===== src/rtl/core/ipdbx_pkg.sv =====
// Package: shared constants, character helpers and the result record of the body extractor.
`default_nettype none
package ipdbx_pkg;

  localparam int unsigned LenBitsDefault = 16;

  localparam int unsigned MarkerLen = 5;
  localparam logic [2:0]  MarkerLast = 3'(MarkerLen - 1);

  localparam logic [7:0] ChPlus  = 8'h2B;
  localparam logic [7:0] ChMinus = 8'h2D;
  localparam logic [7:0] ChColon = 8'h3A;
  localparam logic [7:0] ChCr    = 8'h0D;
  localparam logic [7:0] ChLf    = 8'h0A;

  // separator progress codes; SepFound means the body has started
  localparam logic [2:0] SepNone  = 3'd0;
  localparam logic [2:0] SepCr    = 3'd1;
  localparam logic [2:0] SepCrLf  = 3'd2;
  localparam logic [2:0] SepCrLfCr = 3'd3;
  localparam logic [2:0] SepFound = 3'd4;

  typedef struct packed {
    logic [7:0] body_byte;
    logic       has_data;
    logic       body_last;
  } res_t;

  // characters of "+IPD,"
  function automatic logic [7:0] marker_char(input logic [2:0] idx);
    logic [7:0] ch;
    case (idx)
      3'd0:    ch = 8'h2B;
      3'd1:    ch = 8'h49;
      3'd2:    ch = 8'h50;
      3'd3:    ch = 8'h44;
      3'd4:    ch = 8'h2C;
      default: ch = 8'h2B;
    endcase
    return ch;
  endfunction

  function automatic logic is_space(input logic [7:0] c);
    return (c == 8'h20) || (c == 8'h09) || (c == 8'h0A) || (c == 8'h0B) ||
           (c == 8'h0C) || (c == 8'h0D);
  endfunction

  function automatic logic is_digit(input logic [7:0] c);
    return (c >= 8'h30) && (c <= 8'h39);
  endfunction

endpackage
`default_nettype wire


===== src/rtl/core/ipd_deframer_http_body_extractor.sv =====
// Top level: modem response deframer that passes only the HTTP body bytes.
// One byte is taken per transfer and, once the pipe is primed, one byte can be
// taken every cycle while no result is due into a full output buffer. A byte
// first lands in an input register; from there a single pass through the
// frame tracker (the "+IPD," matcher, the atol-style length reader, the
// payload counter and the CR LF CR LF search) updates the tracker state and
// decides whether a result is due. A result goes out for a body byte, and
// always for the byte flagged end_of_response (body_last high, has_data
// telling whether that byte is body too); that byte also returns all tracker
// state to reset. Results wait in an output register backed by one skid
// entry, so the input keeps moving while a result waits to be taken. Bytes
// that yield no result move on even when the output side is stalled. The
// parsed length saturates at 2^LEN_BITS-1; a zero or negative length passes
// all remaining bytes as payload.
`default_nettype none
module ipd_deframer_http_body_extractor #(
  parameter int unsigned LEN_BITS = ipdbx_pkg::LenBitsDefault
) (
  input  wire logic       clk_i,
  input  wire logic       rst_ni,
  input  wire logic       in_valid_i,
  output logic            in_ready_o,
  input  wire logic [7:0] rx_byte_i,
  input  wire logic       end_of_response_i,
  output logic            out_valid_o,
  input  wire logic       out_ready_i,
  output logic [7:0]      body_byte_o,
  output logic            has_data_o,
  output logic            body_last_o
);
  import ipdbx_pkg::*;

  logic       s1_valid_q;
  logic [7:0] s1_byte_q;
  logic       s1_last_q;
  logic       s1_fire;
  logic       emit;
  logic       res_ready;
  res_t       res;
  res_t       out_res;

  // advance the input register unless a result is due and the buffer is full
  assign s1_fire    = s1_valid_q && (res_ready || !emit);
  assign in_ready_o = !s1_valid_q || s1_fire;

  always_ff @(posedge clk_i or negedge rst_ni) begin
    if (!rst_ni) begin
      s1_valid_q <= 1'b0;
    end else if (in_ready_o) begin
      s1_valid_q <= in_valid_i;
    end
  end

  always_ff @(posedge clk_i) begin
    if (in_ready_o && in_valid_i) begin
      s1_byte_q <= rx_byte_i;
      s1_last_q <= end_of_response_i;
    end
  end

  ipdbx_parser #(
    .LEN_BITS(LEN_BITS)
  ) u_parser (
    .clk_i   (clk_i),
    .rst_ni  (rst_ni),
    .byte_i  (s1_byte_q),
    .last_i  (s1_last_q),
    .fire_i  (s1_fire),
    .result_o(res),
    .emit_o  (emit)
  );

  ipdbx_skid u_skid (
    .clk_i  (clk_i),
    .rst_ni (rst_ni),
    .valid_i(s1_fire && emit),
    .data_i (res),
    .ready_o(res_ready),
    .valid_o(out_valid_o),
    .data_o (out_res),
    .ready_i(out_ready_i)
  );

  assign body_byte_o = out_res.body_byte;
  assign has_data_o  = out_res.has_data;
  assign body_last_o = out_res.body_last;

  // a result handed to the buffer must always find room
  a_push_has_room: assert property (@(posedge clk_i) disable iff (!rst_ni)
    (s1_fire && emit) |-> res_ready)
    else $error("result transfer into a full output buffer");

  // a result without body data carries a zero byte
  a_idle_byte_zero: assert property (@(posedge clk_i) disable iff (!rst_ni)
    (out_valid_o && !has_data_o) |-> (body_byte_o == 8'h00))
    else $error("body byte not zero without data");

  // a result without data can only come from the end-of-response byte
  a_empty_is_last: assert property (@(posedge clk_i) disable iff (!rst_ni)
    (out_valid_o && !has_data_o) |-> body_last_o)
    else $error("empty result that is not the last one");

  // input stalls only while the input register holds a byte
  a_stall_holds: assert property (@(posedge clk_i) disable iff (!rst_ni)
    !in_ready_o |-> s1_valid_q)
    else $error("input stalled with an empty input register");

endmodule
`default_nettype wire


===== src/rtl/core/ipdbx_parser.sv =====
// Frame tracker: marker match, length parse, payload count and body separator search.
`default_nettype none
module ipdbx_parser #(
  parameter int unsigned LEN_BITS = ipdbx_pkg::LenBitsDefault
) (
  input  wire logic             clk_i,
  input  wire logic             rst_ni,
  input  wire logic [7:0]       byte_i,
  input  wire logic             last_i,
  input  wire logic             fire_i,
  output ipdbx_pkg::res_t       result_o,
  output logic                  emit_o
);
  import ipdbx_pkg::*;

  typedef enum logic [1:0] {
    PhSearch  = 2'd0,
    PhLength  = 2'd1,
    PhCounted = 2'd2,
    PhToEnd   = 2'd3
  } phase_e;

  typedef enum logic [1:0] {
    StgWs     = 2'd0,
    StgDigits = 2'd1,
    StgDone   = 2'd2
  } stage_e;

  localparam int unsigned WideW = LEN_BITS + 4;
  localparam logic [LEN_BITS-1:0] LenMax = '1;

  phase_e              phase_q, phase_d;
  stage_e              stage_q, stage_d;
  logic [2:0]          marker_q, marker_d;
  logic                neg_q, neg_d;
  logic [LEN_BITS-1:0] len_q, len_d;
  logic [LEN_BITS-1:0] rem_q, rem_d;
  logic [2:0]          sep_q, sep_d;

  logic [WideW-1:0]    len_wide;
  logic [LEN_BITS-1:0] len_acc;
  logic [LEN_BITS-1:0] rem_dec;
  logic [2:0]          sep_step;
  logic                body;

  // length * 10 + digit, saturated
  assign len_wide = {1'b0, len_q, 3'b000} + {3'b000, len_q, 1'b0}
                  + {{(WideW-4){1'b0}}, byte_i[3:0]};
  assign len_acc  = (|len_wide[WideW-1:LEN_BITS]) ? LenMax : len_wide[LEN_BITS-1:0];
  assign rem_dec  = rem_q - 1'b1;

  always_comb begin
    case (sep_q)
      SepNone:   sep_step = (byte_i == ChCr) ? SepCr : SepNone;
      SepCr:     sep_step = (byte_i == ChLf) ? SepCrLf : (byte_i == ChCr) ? SepCr : SepNone;
      SepCrLf:   sep_step = (byte_i == ChCr) ? SepCrLfCr : SepNone;
      SepCrLfCr: sep_step = (byte_i == ChLf) ? SepFound : (byte_i == ChCr) ? SepCr : SepNone;
      default:   sep_step = SepFound;
    endcase
  end

  always_comb begin
    phase_d  = phase_q;
    stage_d  = stage_q;
    marker_d = marker_q;
    neg_d    = neg_q;
    len_d    = len_q;
    rem_d    = rem_q;
    sep_d    = sep_q;
    body     = 1'b0;

    case (phase_q)
      PhSearch: begin
        if (byte_i == marker_char(marker_q)) begin
          if (marker_q == MarkerLast) begin
            marker_d = '0;
            phase_d  = PhLength;
            stage_d  = StgWs;
            neg_d    = 1'b0;
            len_d    = '0;
          end else begin
            marker_d = marker_q + 3'd1;
          end
        end else begin
          marker_d = (byte_i == ChPlus) ? 3'd1 : 3'd0;
        end
      end
      PhLength: begin
        if (byte_i == ChColon) begin
          if (neg_q || (len_q == '0)) begin
            phase_d = PhToEnd;
          end else begin
            rem_d   = len_q;
            phase_d = PhCounted;
          end
        end else if (stage_q == StgWs) begin
          if (is_space(byte_i)) begin
            stage_d = StgWs;
          end else if (byte_i == ChPlus) begin
            stage_d = StgDigits;
          end else if (byte_i == ChMinus) begin
            neg_d   = 1'b1;
            stage_d = StgDigits;
          end else if (is_digit(byte_i)) begin
            len_d   = len_acc;
            stage_d = StgDigits;
          end else begin
            stage_d = StgDone;
          end
        end else if (stage_q == StgDigits) begin
          if (is_digit(byte_i)) begin
            len_d = len_acc;
          end else begin
            stage_d = StgDone;
          end
        end
      end
      PhCounted: begin
        body  = (sep_q == SepFound);
        sep_d = sep_step;
        rem_d = rem_dec;
        if (rem_dec == '0) begin
          phase_d  = PhSearch;
          marker_d = '0;
        end
      end
      default: begin
        body  = (sep_q == SepFound);
        sep_d = sep_step;
      end
    endcase
  end

  assign emit_o             = body || last_i;
  assign result_o.body_byte = body ? byte_i : 8'h00;
  assign result_o.has_data  = body;
  assign result_o.body_last = last_i;

  // an end-of-response byte returns everything to reset
  always_ff @(posedge clk_i or negedge rst_ni) begin
    if (!rst_ni) begin
      phase_q  <= PhSearch;
      stage_q  <= StgWs;
      marker_q <= '0;
      neg_q    <= 1'b0;
      len_q    <= '0;
      rem_q    <= '0;
      sep_q    <= SepNone;
    end else if (fire_i) begin
      if (last_i) begin
        phase_q  <= PhSearch;
        stage_q  <= StgWs;
        marker_q <= '0;
        neg_q    <= 1'b0;
        len_q    <= '0;
        rem_q    <= '0;
        sep_q    <= SepNone;
      end else begin
        phase_q  <= phase_d;
        stage_q  <= stage_d;
        marker_q <= marker_d;
        neg_q    <= neg_d;
        len_q    <= len_d;
        rem_q    <= rem_d;
        sep_q    <= sep_d;
      end
    end
  end

endmodule
`default_nettype wire


===== src/rtl/core/ipdbx_skid.sv =====
// Result register with a skid stage, so the upstream ready is a registered signal.
`default_nettype none
module ipdbx_skid (
  input  wire logic            clk_i,
  input  wire logic            rst_ni,
  input  wire logic            valid_i,
  input  wire ipdbx_pkg::res_t data_i,
  output logic                 ready_o,
  output logic                 valid_o,
  output ipdbx_pkg::res_t      data_o,
  input  wire logic            ready_i
);
  import ipdbx_pkg::*;

  logic main_valid_q;
  logic skid_valid_q;
  res_t main_q;
  res_t skid_q;
  logic pop;
  logic push;

  assign ready_o = !skid_valid_q;
  assign valid_o = main_valid_q;
  assign data_o  = main_q;
  assign pop     = main_valid_q && ready_i;
  assign push    = valid_i && !skid_valid_q;

  always_ff @(posedge clk_i or negedge rst_ni) begin
    if (!rst_ni) begin
      main_valid_q <= 1'b0;
      skid_valid_q <= 1'b0;
    end else if (skid_valid_q) begin
      if (pop) begin
        skid_valid_q <= 1'b0;
      end
    end else if (push) begin
      if (!main_valid_q || pop) begin
        main_valid_q <= 1'b1;
      end else begin
        skid_valid_q <= 1'b1;
      end
    end else if (pop) begin
      main_valid_q <= 1'b0;
    end
  end

  always_ff @(posedge clk_i) begin
    if (skid_valid_q) begin
      if (pop) begin
        main_q <= skid_q;
      end
    end else if (push) begin
      if (!main_valid_q || pop) begin
        main_q <= data_i;
      end else begin
        skid_q <= data_i;
      end
    end
  end

endmodule
`default_nettype wire


===== config.mk =====
export PLATFORM = sky130hd
export DESIGN_NAME = ipd_deframer_http_body_extractor
export DESIGN_NICKNAME = d
export VERILOG_FILES = /design/src/rtl/core/ipdbx_pkg.sv /design/src/rtl/core/ipd_deframer_http_body_extractor.sv /design/src/rtl/core/ipdbx_parser.sv /design/src/rtl/core/ipdbx_skid.sv
export SDC_FILE = /design/constraint.sdc
export NUM_CORES = 1
export LEC_CHECK = 0
export ABC_CLOCK_PERIOD_IN_PS = 5500
export BUFFER_PORTS_ARGS = -buffer_cell sky130_fd_sc_hd__buf_4
export CAP_MARGIN = 20
export CORE_MARGIN = 4
export CORE_UTILIZATION = 55
export DETAILED_ROUTE_END_ITERATION = 7
export GPL_TIMING_DRIVEN = 0
export PLACE_DENSITY = 0.71
export SLEW_MARGIN = 25
export SYNTH_ARGS = -nofsm -noshare
export SYNTH_HDL_FRONTEND = slang
export SYNTH_SLANG_ARGS = --single-unit

===== constraint.sdc =====
create_clock -name clk_i -period 5.5 [get_ports clk_i]
set_input_delay 0 -clock clk_i [delete_from_list [all_inputs] [get_ports clk_i]]
set_output_delay 0 -clock clk_i [all_outputs]
set_load 0.05 [all_outputs]

==> Word level (Yosys, flattened, before mapping) <==
Index checks and enable logic that the tools add are counted.
{ "classes": {"magnitude_cmp": 2, "n_bitwise": 2, "n_reduce_logical": 44, "addsub": 4, "n_eq_ne": 39, "mux": 72} }
{ "ops": {"columns": ["op", "n"], "rows": [
  ["16-bit 2-to-1 mux", 14],
  ["16-bit case mux with 2 select lines", 2],
  ["8-bit by 4-bit == test with 1-bit output (second input constant)", 5],
  ["10-bit 2-to-1 mux", 4],
  ["2-bit 2-to-1 mux", 17],
  ["8-bit by 6-bit == test with 1-bit output (second input constant)", 4],
  ["16-bit logical NOT", 2],
  ["7-bit case mux with 4 select lines", 1],
  ["3-bit 2-to-1 mux", 8],
  ["19-bit by 17-bit adder with 20-bit output", 1],
  ["20-bit by 4-bit adder with 20-bit output", 1],
  ["1-bit 2-to-1 mux", 19],
  ["3-bit by 2-bit inequality test with 1-bit output (second input constant)", 6],
  ["9-bit AND reduction", 2],
  ["8-bit 2-to-1 mux", 2],
  ["16-bit by 1-bit subtractor with 16-bit output (second input constant)", 1],
  ["3-bit by 2-bit == test with 1-bit output (second input constant)", 4],
  ["3-bit inequality test (second input constant)", 4],
  ["4-bit inequality test (second input constant)", 3],
  ["3-bit case mux with 4 select lines", 1],
  ["3-bit AND reduction", 4],
  ["1-bit logical OR", 10],
  ["3-bit nonzero test", 3],
  ["8-bit == test", 1],
  ["other kinds (28)", 44]
]} }
{ "word_totals": {"ff_bits": 75, "word_cells": 181} }

==> Logic depth before layout (Yosys ltp) <==
Gate-level depths: netlist of run 1.
{ "depth": {"depth_word": 12, "depth_mapped": 13, "ltp_nobuf": 12} }

==> Modules after synthesis <==
From an unflattened synthesis of run 1, not the netlist that was laid out.
{ "hier_totals": {"cells_unflattened": 538, "area_unflattened_um2": 5147.4} }
{ "modules_own_cells": {"columns": ["mod", "cells_each", "seq_area_each_um2", "area_each_um2", "n_inst"], "rows": [
  ["ipdbx_parser", 479, 1076.0, 3938.8, 1],
  ["ipdbx_skid", 43, 650.6, 859.6, 1],
  ["ipd_deframer_http_body_extractor", 16, 295.3, 349.1, 1]
]} }

==> Least setup slack after synthesis of run 1 <==
OpenSTA, ideal clock, no wires.
{ "synth_path": {"path_kind": "register to register", "startpoint": "register s1_byte_q[2]", "endpoint": "register u_parser.len_q[10]", "synth_period_minus_slack_ps": 3044, "setup_ps": 129, "slack_ps": 2456, "arrival_ps": 2915, "path_stages_with_launch": 14, "path_cell_list": "edfxtp_1 ha_1 ha_1 inv_1 fa_1 nor2b_1 o2111ai_1 nand3_1 a31oi_2 o21ai_0 or4_1 o211ai_1 buf_2 a31oi_1"} }
{ "synth_between": {"elab_chain_cells": 11} }
{ "synth_rtl": {"columns": ["element", "line_no", "rtl"], "rows": [
  ["start: declaration", "ipd_deframer_http_body_extractor.sv:34", "logic [7:0] s1_byte_q;"],
  ["start signal: assignment", "ipd_deframer_http_body_extractor.sv:56", "s1_byte_q <= rx_byte_i;"],
  ["20-bit by 4-bit adder with 20-bit output", "ipdbx_parser.sv:48", "+ {{(WideW-4){1'b0}}, byte_i[3:0]};"],
  ["4-bit OR reduction", "ipdbx_parser.sv:49", "assign len_acc = (|len_wide[WideW-1:LEN_BITS]) ? LenMax : len_wide[LEN_BITS-1:0];"],
  ["16-bit 2-to-1 mux", "ipdbx_parser.sv:49", null],
  ["16-bit 2-to-1 mux", "ipdbx_parser.sv:104, ipdbx_parser.sv:111", null],
  ["16-bit 2-to-1 mux", "ipdbx_parser.sv:101", "end else if (byte_i == ChMinus) begin"],
  ["16-bit 2-to-1 mux", "ipdbx_parser.sv:99", "end else if (byte_i == ChPlus) begin"],
  ["16-bit 2-to-1 mux", "ipdbx_parser.sv:97", "if (is_space(byte_i)) begin"],
  ["16-bit 2-to-1 mux", "ipdbx_parser.sv:96", "end else if (stage_q == StgWs) begin"],
  ["16-bit 2-to-1 mux", "ipdbx_parser.sv:89", "if (byte_i == ChColon) begin"],
  ["16-bit case mux with 2 select lines", "ipdbx_parser.sv:72", "case (phase_q)"],
  ["16-bit 2-to-1 mux", "ipdbx_parser.sv:150", "if (last_i) begin"],
  ["end signal: assignment", "ipdbx_parser.sv:163", "len_q <= len_d;"],
  ["end: declaration", "ipdbx_parser.sv:36", "logic [LEN_BITS-1:0] len_q, len_d;"]
]} }
Parallel ways exist; a longest one is shown, timed or not. The select of a mux whose other input is x is not followed.
A chain may end at the register's enable or synchronous reset.

==> Final worst setup path of run 1 <==
{ "layout_path": {"startpoint": "register s1_byte_q[2]", "endpoint": "register u_parser.len_q[15]"} }
The elaborated chain is that of the path after synthesis.

==> results of run 1 <==
-- metal layers --
metal  up-vias  share of wire (%)  GRT usage (%)
met3        17                4.9           2.61
met1      2072                 47           32.4
li1       2134                  -              -
met5         -                  0              0
met4         0                1.8           8.26
met2       139                 46           34.1
-- path summary, 6_finish.rpt --
| check | start | endpoint | slack [ps] | cells after the start |
|---|---|---|---|---|
| max in group asynchronous | rst_ni | u_parser.len_q[15]$_DFFE_PN0P_ | 4910 | 2 |
| worst max-delay path | s1_byte_q[2]$_DFFE_PP_ | u_parser.len_q[15]$_DFFE_PN0P_ | 1820 | 13 |
| worst min register to register | u_parser.rem_q[6]$_DFFE_PN0P_ | u_parser.rem_q[6]$_DFFE_PN0P_ | 510 | 2 |
| worst min-delay path | rst_ni | u_parser.rem_q[7]$_DFFE_PN0P_ | 170 | 2 |
| min in group clk_i | rx_byte_i[5] | s1_byte_q[5]$_DFFE_PP_ | 350 | 2 |
| worst max register to register | s1_byte_q[2]$_DFFE_PP_ | u_parser.len_q[15]$_DFFE_PN0P_ | 1820 | 13 |
-- timing repair --
action | 4_1_cts | 5_1_grt
buffers inserted | 0 | 0
hold endpoints to repair | 58 | 0
hold buffers | 12 | 0
-- state kept, by name (all words and copies together) (netlist names) --
| name | flops |
|---|---|
| u_skid.skid_q | 10 |
| s1_last_q | 1 |
| u_parser.len_q | 16 |
| u_skid.valid_o | 1 |
| u_parser.sep_q | 3 |
| u_parser.stage_q | 2 |
| u_parser.neg_q | 1 |
| u_parser.marker_q | 3 |
| u_parser.phase_q | 2 |
| s1_valid_q | 1 |
| u_parser.rem_q | 16 |
| u_skid.data_o | 10 |
| u_skid.skid_valid_q | 1 |
| s1_byte_q | 8 |
-- kinds of logic after synthesis --
family,count (synthesis),share of synthesized area (%)
DFF,75,39.7
adders and majority gates,43,10.9
AOI/OAI and AO/OA,165,20.2
muxes,20,4.28
xor gates and xnor gates,16,2.75
buffers and inverters,47,3.74
and+or+nand+nor,180,18.4
-- synthesized netlist by cell type, drive strengths merged, types with 2 or more instances --
cell	instances	share of area, %
o21ai	62	6.1
dfrtp	46	23
nand2	43	3.2
ha	41	10
nor2	38	3.0
a21oi	37	3.6
edfxtp	29	17
nor3	25	2.6
inv	23	1.7
a31oi	20	2.6
clkbuf	17	1.3
mux2	14	3.1
and2	13	1.6
nand3	13	1.3
nor4	10	1.6
nand2b	8	0.98
xnor2	8	1.4
xor2	8	1.4
nor2b	7	0.86
a211oi	6	1.1
buf	6	0.71
mux2i	6	1.2
o21a	6	0.89
and3	5	0.61
nand4	5	0.61
a21boi	3	0.44
a22oi	3	0.44
nand3b	3	0.44
o211ai	3	0.71
o22ai	3	0.37
o31ai	3	0.44
a21o	2	0.30
a41oi	2	0.34
fa	2	0.79
nor3b	2	0.39
o2111ai	2	0.34
o21bai	2	0.30
o311ai	2	0.34
or3	2	0.25
or4	2	0.37
-- layout make-up --
| cell class | instances | area, sq um | share of cell area, % |
|---|---|---|---|
| flip-flops and latches | 75 | 2020 | 35.4 |
| clock buffers | 9 | 124 | 2.17 |
| multi-input cells | 424 | 2880 | 50.3 |
| well taps | 108 | 135 | 2.37 |
| repair buffers | 36 | 300 | 5.26 |
| inverters | 24 | 90.1 | 1.58 |
| clock inverters | 7 | 65.1 | 1.14 |
| plain buffers | 23 | 100 | 1.75 |
-- stage by stage --
stage	setup WS (ps)	instances
2_1_floorplan	2460	546
3_3_place_gp	1970	678
3_5_place_dp	1900	678
4_1_cts	1850	706
5_1_grt	1550	706
6_report	1820	706
-- cells in the final DEF (no fill, tap or decap), types with 3 or more instances in the layout --
cell and count:
sky130_fd_sc_hd__o21ai_0 57, sky130_fd_sc_hd__dfrtp_1 46, sky130_fd_sc_hd__nand2_1 43, sky130_fd_sc_hd__ha_1 41, sky130_fd_sc_hd__a21oi_1 37, sky130_fd_sc_hd__nor2_1 36, sky130_fd_sc_hd__edfxtp_1 29, sky130_fd_sc_hd__nor3_1 24
sky130_fd_sc_hd__buf_4 24, sky130_fd_sc_hd__inv_1 22, sky130_fd_sc_hd__a31oi_1 19, sky130_fd_sc_hd__clkbuf_1 17, sky130_fd_sc_hd__and2_1 13, sky130_fd_sc_hd__nand3_1 13, sky130_fd_sc_hd__dlygate4sd3_1 12, sky130_fd_sc_hd__mux2_2 11
sky130_fd_sc_hd__clkbuf_8 9, sky130_fd_sc_hd__nor4_1 8, sky130_fd_sc_hd__nand2b_1 8, sky130_fd_sc_hd__xor2_1 8, sky130_fd_sc_hd__xnor2_1 8, sky130_fd_sc_hd__nor2b_1 7, sky130_fd_sc_hd__o21a_1 6, sky130_fd_sc_hd__mux2i_1 6
sky130_fd_sc_hd__and3_1 5, sky130_fd_sc_hd__buf_2 5, sky130_fd_sc_hd__nand4_1 5, sky130_fd_sc_hd__a211oi_1 5, sky130_fd_sc_hd__o21ai_1 5, sky130_fd_sc_hd__a22oi_1 3, sky130_fd_sc_hd__a21boi_0 3, sky130_fd_sc_hd__nand3b_1 3
sky130_fd_sc_hd__o31ai_1 3, sky130_fd_sc_hd__o22ai_1 3, sky130_fd_sc_hd__mux2_1 3, sky130_fd_sc_hd__inv_6 3
-- power by group --
part           leakage [nW]  internal (W)  total (W)  switching (W)
clock network        0.0947      0.000175   0.000412       0.000237
registers             0.860      0.000759   0.000969       0.000210
logic                  1.37      0.000823    0.00211        0.00129
total                  2.32       0.00176    0.00350        0.00174
==> results.txt, run 1 <==
highest-delay cell along the critical path - sky130_fd_sc_hd__edfxtp_1
fraction of layout cells with a size suffix above 1 - 11.9%
final design instance area without fill - 0.00571 sq mm
standby leakage power - 2.32 nW
post-CTS resize count - 0
clock transition at the registers of the reported paths - 90 ps
#FFs+latches synth - 75
sort of element at the end of the critical path - register
Worst Hold Slack - 170 ps
startpoint class of the critical path - register
Setup-failing EPs final - 0
synthesized net count - 602
remaining number of nets flagged by the antenna check after routing - 0
max frequency - 0.271 GHz
final period utilization - 67.0%
end-of-flow core utilization - 64.6%
worst slew margin relative to its limit - 38.1%
Post-synth ARST share - 61.3%
share of the yosys chip area belonging to registers - 39.7%
number of buffers between clock root and the deepest sink - 2
# H-tree levels - 3
clock latency on the worst-skew pair - 360 ps
post-synthesis average cell area - 9.32 sq um
cells along the critical path - ha_1 -> ha_1 -> inv_1 -> fa_1 -> nor2b_1 -> o2111ai_1 -> nand3_1 -> a31oi_2 -> o21ai_0 -> or4_1 -> o211ai_1 -> buf_2 -> a31oi_1
detailed-placement wirelength estimate - 8770 um
overall die width - 104 um
path category of the worst min-delay check - in -> async
highest ir drop seen on vdd - 0.408 mV
max-slew violation count - 0
first-iteration detailed-routing DRC count - 319
detailed-route vias per instance - 6.18
worst stage delay on the critical path - 570 ps
via count of the first global-routing pass - 4077
min cycle time layout - 3680 ps
y dimension of the die - 104 um
number of sinks driven by the clock tree - 75
sum of negative setup slack - 0 ps
YS warnings - 0
number of CTS-inserted buffers - 9
Vias - 4362
clock root buffer master - sky130_fd_sc_hd__clkbuf_8
largest net degree at the start of global routing - 47
number of enable-type register cells in the synthesized netlist - 29
total wire length after detailed routing - 11900 um
number of instances in the synthesized netlist - 546
Area Overhead vs Synth - 12.3%
largest delay contributor family on the critical path - compound AO/OA/AOI/OAI gates
Bufs and invs on worst path - 2
floorplan die area - 0.0109 sq mm
total grt overflow - 0
unrepaired setup endpoints after global routing - no
Filler Cells Inserted - 747
status - complete, no violations
initial antenna violation count - 0
count of unique library cells instantiated by Yosys - 69
Post-Syn Area - 0.00509 sq mm
actual transition at the worst max-transition pin - 928 ps
most common cell type on the critical path - sky130_fd_sc_hd__ha_1
WL/cell - 16.9 um
GRT Total Usage - 22.2%
cell area reported after detailed placement - 0.00540 sq mm
Antenna Cells - 0
critical path start-end classification - reg -> reg
global-route wire length before repair - 19900 um
Top FF cell, synth - sky130_fd_sc_hd__dfrtp_1
max-capacitance violation count - 0
power density cells - 612 mW/mm^2
required time worst endpoint - 5730 ps
first-pass iteration count of the detailed router - 5
io pins - 25
number of placement rows - 34
post-route total power - 0.00350 W
arrival time worst endpoint - 3910 ps
quantity of I/O buffers inserted on ports - 24
CTS tree - yes
net total in the final layout - 649
worst-path fanout max - 10
setup skew after layout - 14.2 ps
effective utilization at floorplan - 57.5%
weighted congestion at the end of routability-driven global placement - 0.864
Core Footprint - 0.00885 sq mm
count of unresolved DRC violations after routing - 0
final count of hold timing violations - 0
(Power assumes the default switching activity.)
==> run 2, diff against run 1 <==
ABC_CLOCK_PERIOD_IN_PS = 3200   (was 5500)
PLACE_DENSITY = 0.74   (was 0.71)
clock period = 3.2 ns   (was 5.5 ns; I/O delays follow)
==> run 2 against run 1 <==
Against the previous run:
- non-clock buffer count rose by 5
- count of clock-buffer cells in the layout did not move
- global-route usage rose by 0.42 points
- sequential share of layout area fell by 0.83 points
- highest routed layer unchanged
- critical path type unchanged
- clock skew rose by 4.2 ps
==> results.txt, run 2 (synthesis gave the netlist of run 1 again) <==
cell area reported after detailed placement - 0.00540 sq mm
effective utilization at floorplan - 57.5%
count of unresolved DRC violations after routing - 0
Area Overhead vs Synth - 15.1%
standby leakage power - 2.38 nW
most common cell type on the critical path - sky130_fd_sc_hd__ha_1
max-capacitance violation count - 0
Worst Hold Slack - 190 ps
arrival time worst endpoint - 3340 ps
fraction of layout cells with a size suffix above 1 - 14.8%
y dimension of the die - 104 um
initial antenna violation count - 0
path category of the worst min-delay check - in -> async
setup skew after layout - 18.4 ps
first-iteration detailed-routing DRC count - 229
worst slew margin relative to its limit - 56.7%
floorplan die area - 0.0109 sq mm
critical path start-end classification - reg -> reg
min cycle time layout - 3110 ps
weighted congestion at the end of routability-driven global placement - 0.863
quantity of I/O buffers inserted on ports - 24
number of sinks driven by the clock tree - 75
clock latency on the worst-skew pair - 360 ps
number of cells on the worst reg-to-reg path - 13
Antenna Cells - 0
detailed-placement wirelength estimate - 8860 um
GRT Total Usage - 22.7%
WL/cell - 17.1 um
net total in the final layout - 654
worst stage delay on the critical path - 470 ps
cells along the critical path - ha_1 -> ha_1 -> inv_1 -> fa_1 -> nor2b_1 -> o2111ai_1 -> nand3_2 -> a31oi_4 -> o21ai_1 -> or4_1 -> o211ai_1 -> buf_4 -> a31oi_1
leading cell type in the layout, fill and taps excluded - sky130_fd_sc_hd__o21ai_0
total grt overflow - 0
via count of the first global-routing pass - 4262
total wire length after detailed routing - 12200 um
max-slew violation count - 0
top library cells by usage in the layout, fill and taps aside - sky130_fd_sc_hd__o21ai_0 (56), sky130_fd_sc_hd__dfrtp_1 (44), sky130_fd_sc_hd__nand2_1 (41)
# H-tree levels - 3
overall die width - 104 um
largest net degree at the start of global routing - 47
Vias - 4387
CTS tree - yes
highest-delay cell along the critical path - sky130_fd_sc_hd__dfrtp_1
number of buffers between clock root and the deepest sink - 2
first-pass iteration count of the detailed router - 4
final worst slack - 88.2 ps
largest registers ranked by flip-flop count - u_parser.len_q: 16 flops, u_parser.rem_q: 16 flops
R2R Setup Slk - 90 ps
remaining number of nets flagged by the antenna check after routing - 0
final count of hold timing violations - 0
status - complete, no violations
final design instance area without fill - 0.00586 sq mm
filler-free cell count of the finished design - 711
number of placement rows - 34
final period utilization - 97.2%
clock root buffer master - sky130_fd_sc_hd__clkbuf_8
number of CTS-inserted buffers - 9
Core Footprint - 0.00885 sq mm
Reg2Reg Launch Point - u_parser.len_q[1]$_DFFE_PN0P_
global-route wire length before repair - 20300 um
actual transition at the worst max-transition pin - 643 ps
clock transition at the registers of the reported paths - 100 ps
detailed-route vias per instance - 6.17
worst setup path startpoint - u_parser.len_q[1]$_DFFE_PN0P_
highest ir drop seen on vdd - 0.827 mV
required time worst endpoint - 3430 ps
max frequency - 0.321 GHz
sum of negative setup slack - 0 ps
io pins - 25
placed insts - 678
startpoint class of the critical path - register
power density cells - 1090 mW/mm^2
worst slack after detailed placement - -389 ps
worst-path fanout max - 5
Setup-failing EPs final - 0
sort of element at the end of the critical path - register
-- run 2: repair_timing --
action | CTS | global route
endpoints found under the setup margin | 16 | 42
hold buffers | 12 | 0
hold endpoints to repair | 58 | 0
setup buffers | 2 | 3
cloned | 0 | 1
resized for setup | 3 | 17
pin swaps | 1 | 4
-- run 2: power by group --
part           internal, W  total [W]  switching (W)
Clock             0.000454   0.000854       0.000400
Combinational      0.00154    0.00387        0.00233
Sequential         0.00131    0.00167       0.000365
-- run 2: routing by layer --
layer | global-route usage [%] | wire (um) | vias up
met5 | 0 | 0 | -
met1 | 30.2 | 5540 | 2114
met4 | 7.88 | 230 | 0
met2 | 38.3 | 5860 | 116
li1 | - | - | 2139
met3 | 2.73 | 540 | 18
-- run 2: worst paths after layout --
kind,end
max,u_parser.len_q[15]$_DFFE_PN0P_
min,u_parser.marker_q[1]$_DFFE_PN0P_
max reg2reg,u_parser.len_q[15]$_DFFE_PN0P_
min reg2reg,u_parser.sep_q[1]$_DFFE_PN0P_
max in group asynchronous,u_parser.len_q[0]$_DFFE_PN0P_
min in group clk_i,s1_byte_q[1]$_DFFE_PP_
-- run 2: worst max-delay path: cells and delay by family (launching register included) --
| kind | cells | cell delay, ps |
|---|---|---|
| AOI/OAI and AO/OA | 5 | 790 |
| buffers and inverters | 2 | 290 |
| adders and majority gates | 3 | 760 |
| and+or+nand+nor | 3 | 660 |
| DFF | 1 | 470 |
-- run 2: layout make-up --
cell class	instances	area, sq um
plain buffers	22	98.8
well taps	108	135
flip-flops and latches	75	2020
clock buffers	9	124
multi-input cells	424	2930
repair buffers	42	345
fillers	731	2990
clock inverters	7	106
inverters	24	90.1
-- run 2: metrics by stage --
stage	util, %	power (W)
after global placement	61.1	0.00515
after global routing	66.2	0.00695
after detailed placement	61.1	0.00529
after floorplan	-	0.00440
final	66.2	0.00640
after CTS	65.3	0.00624
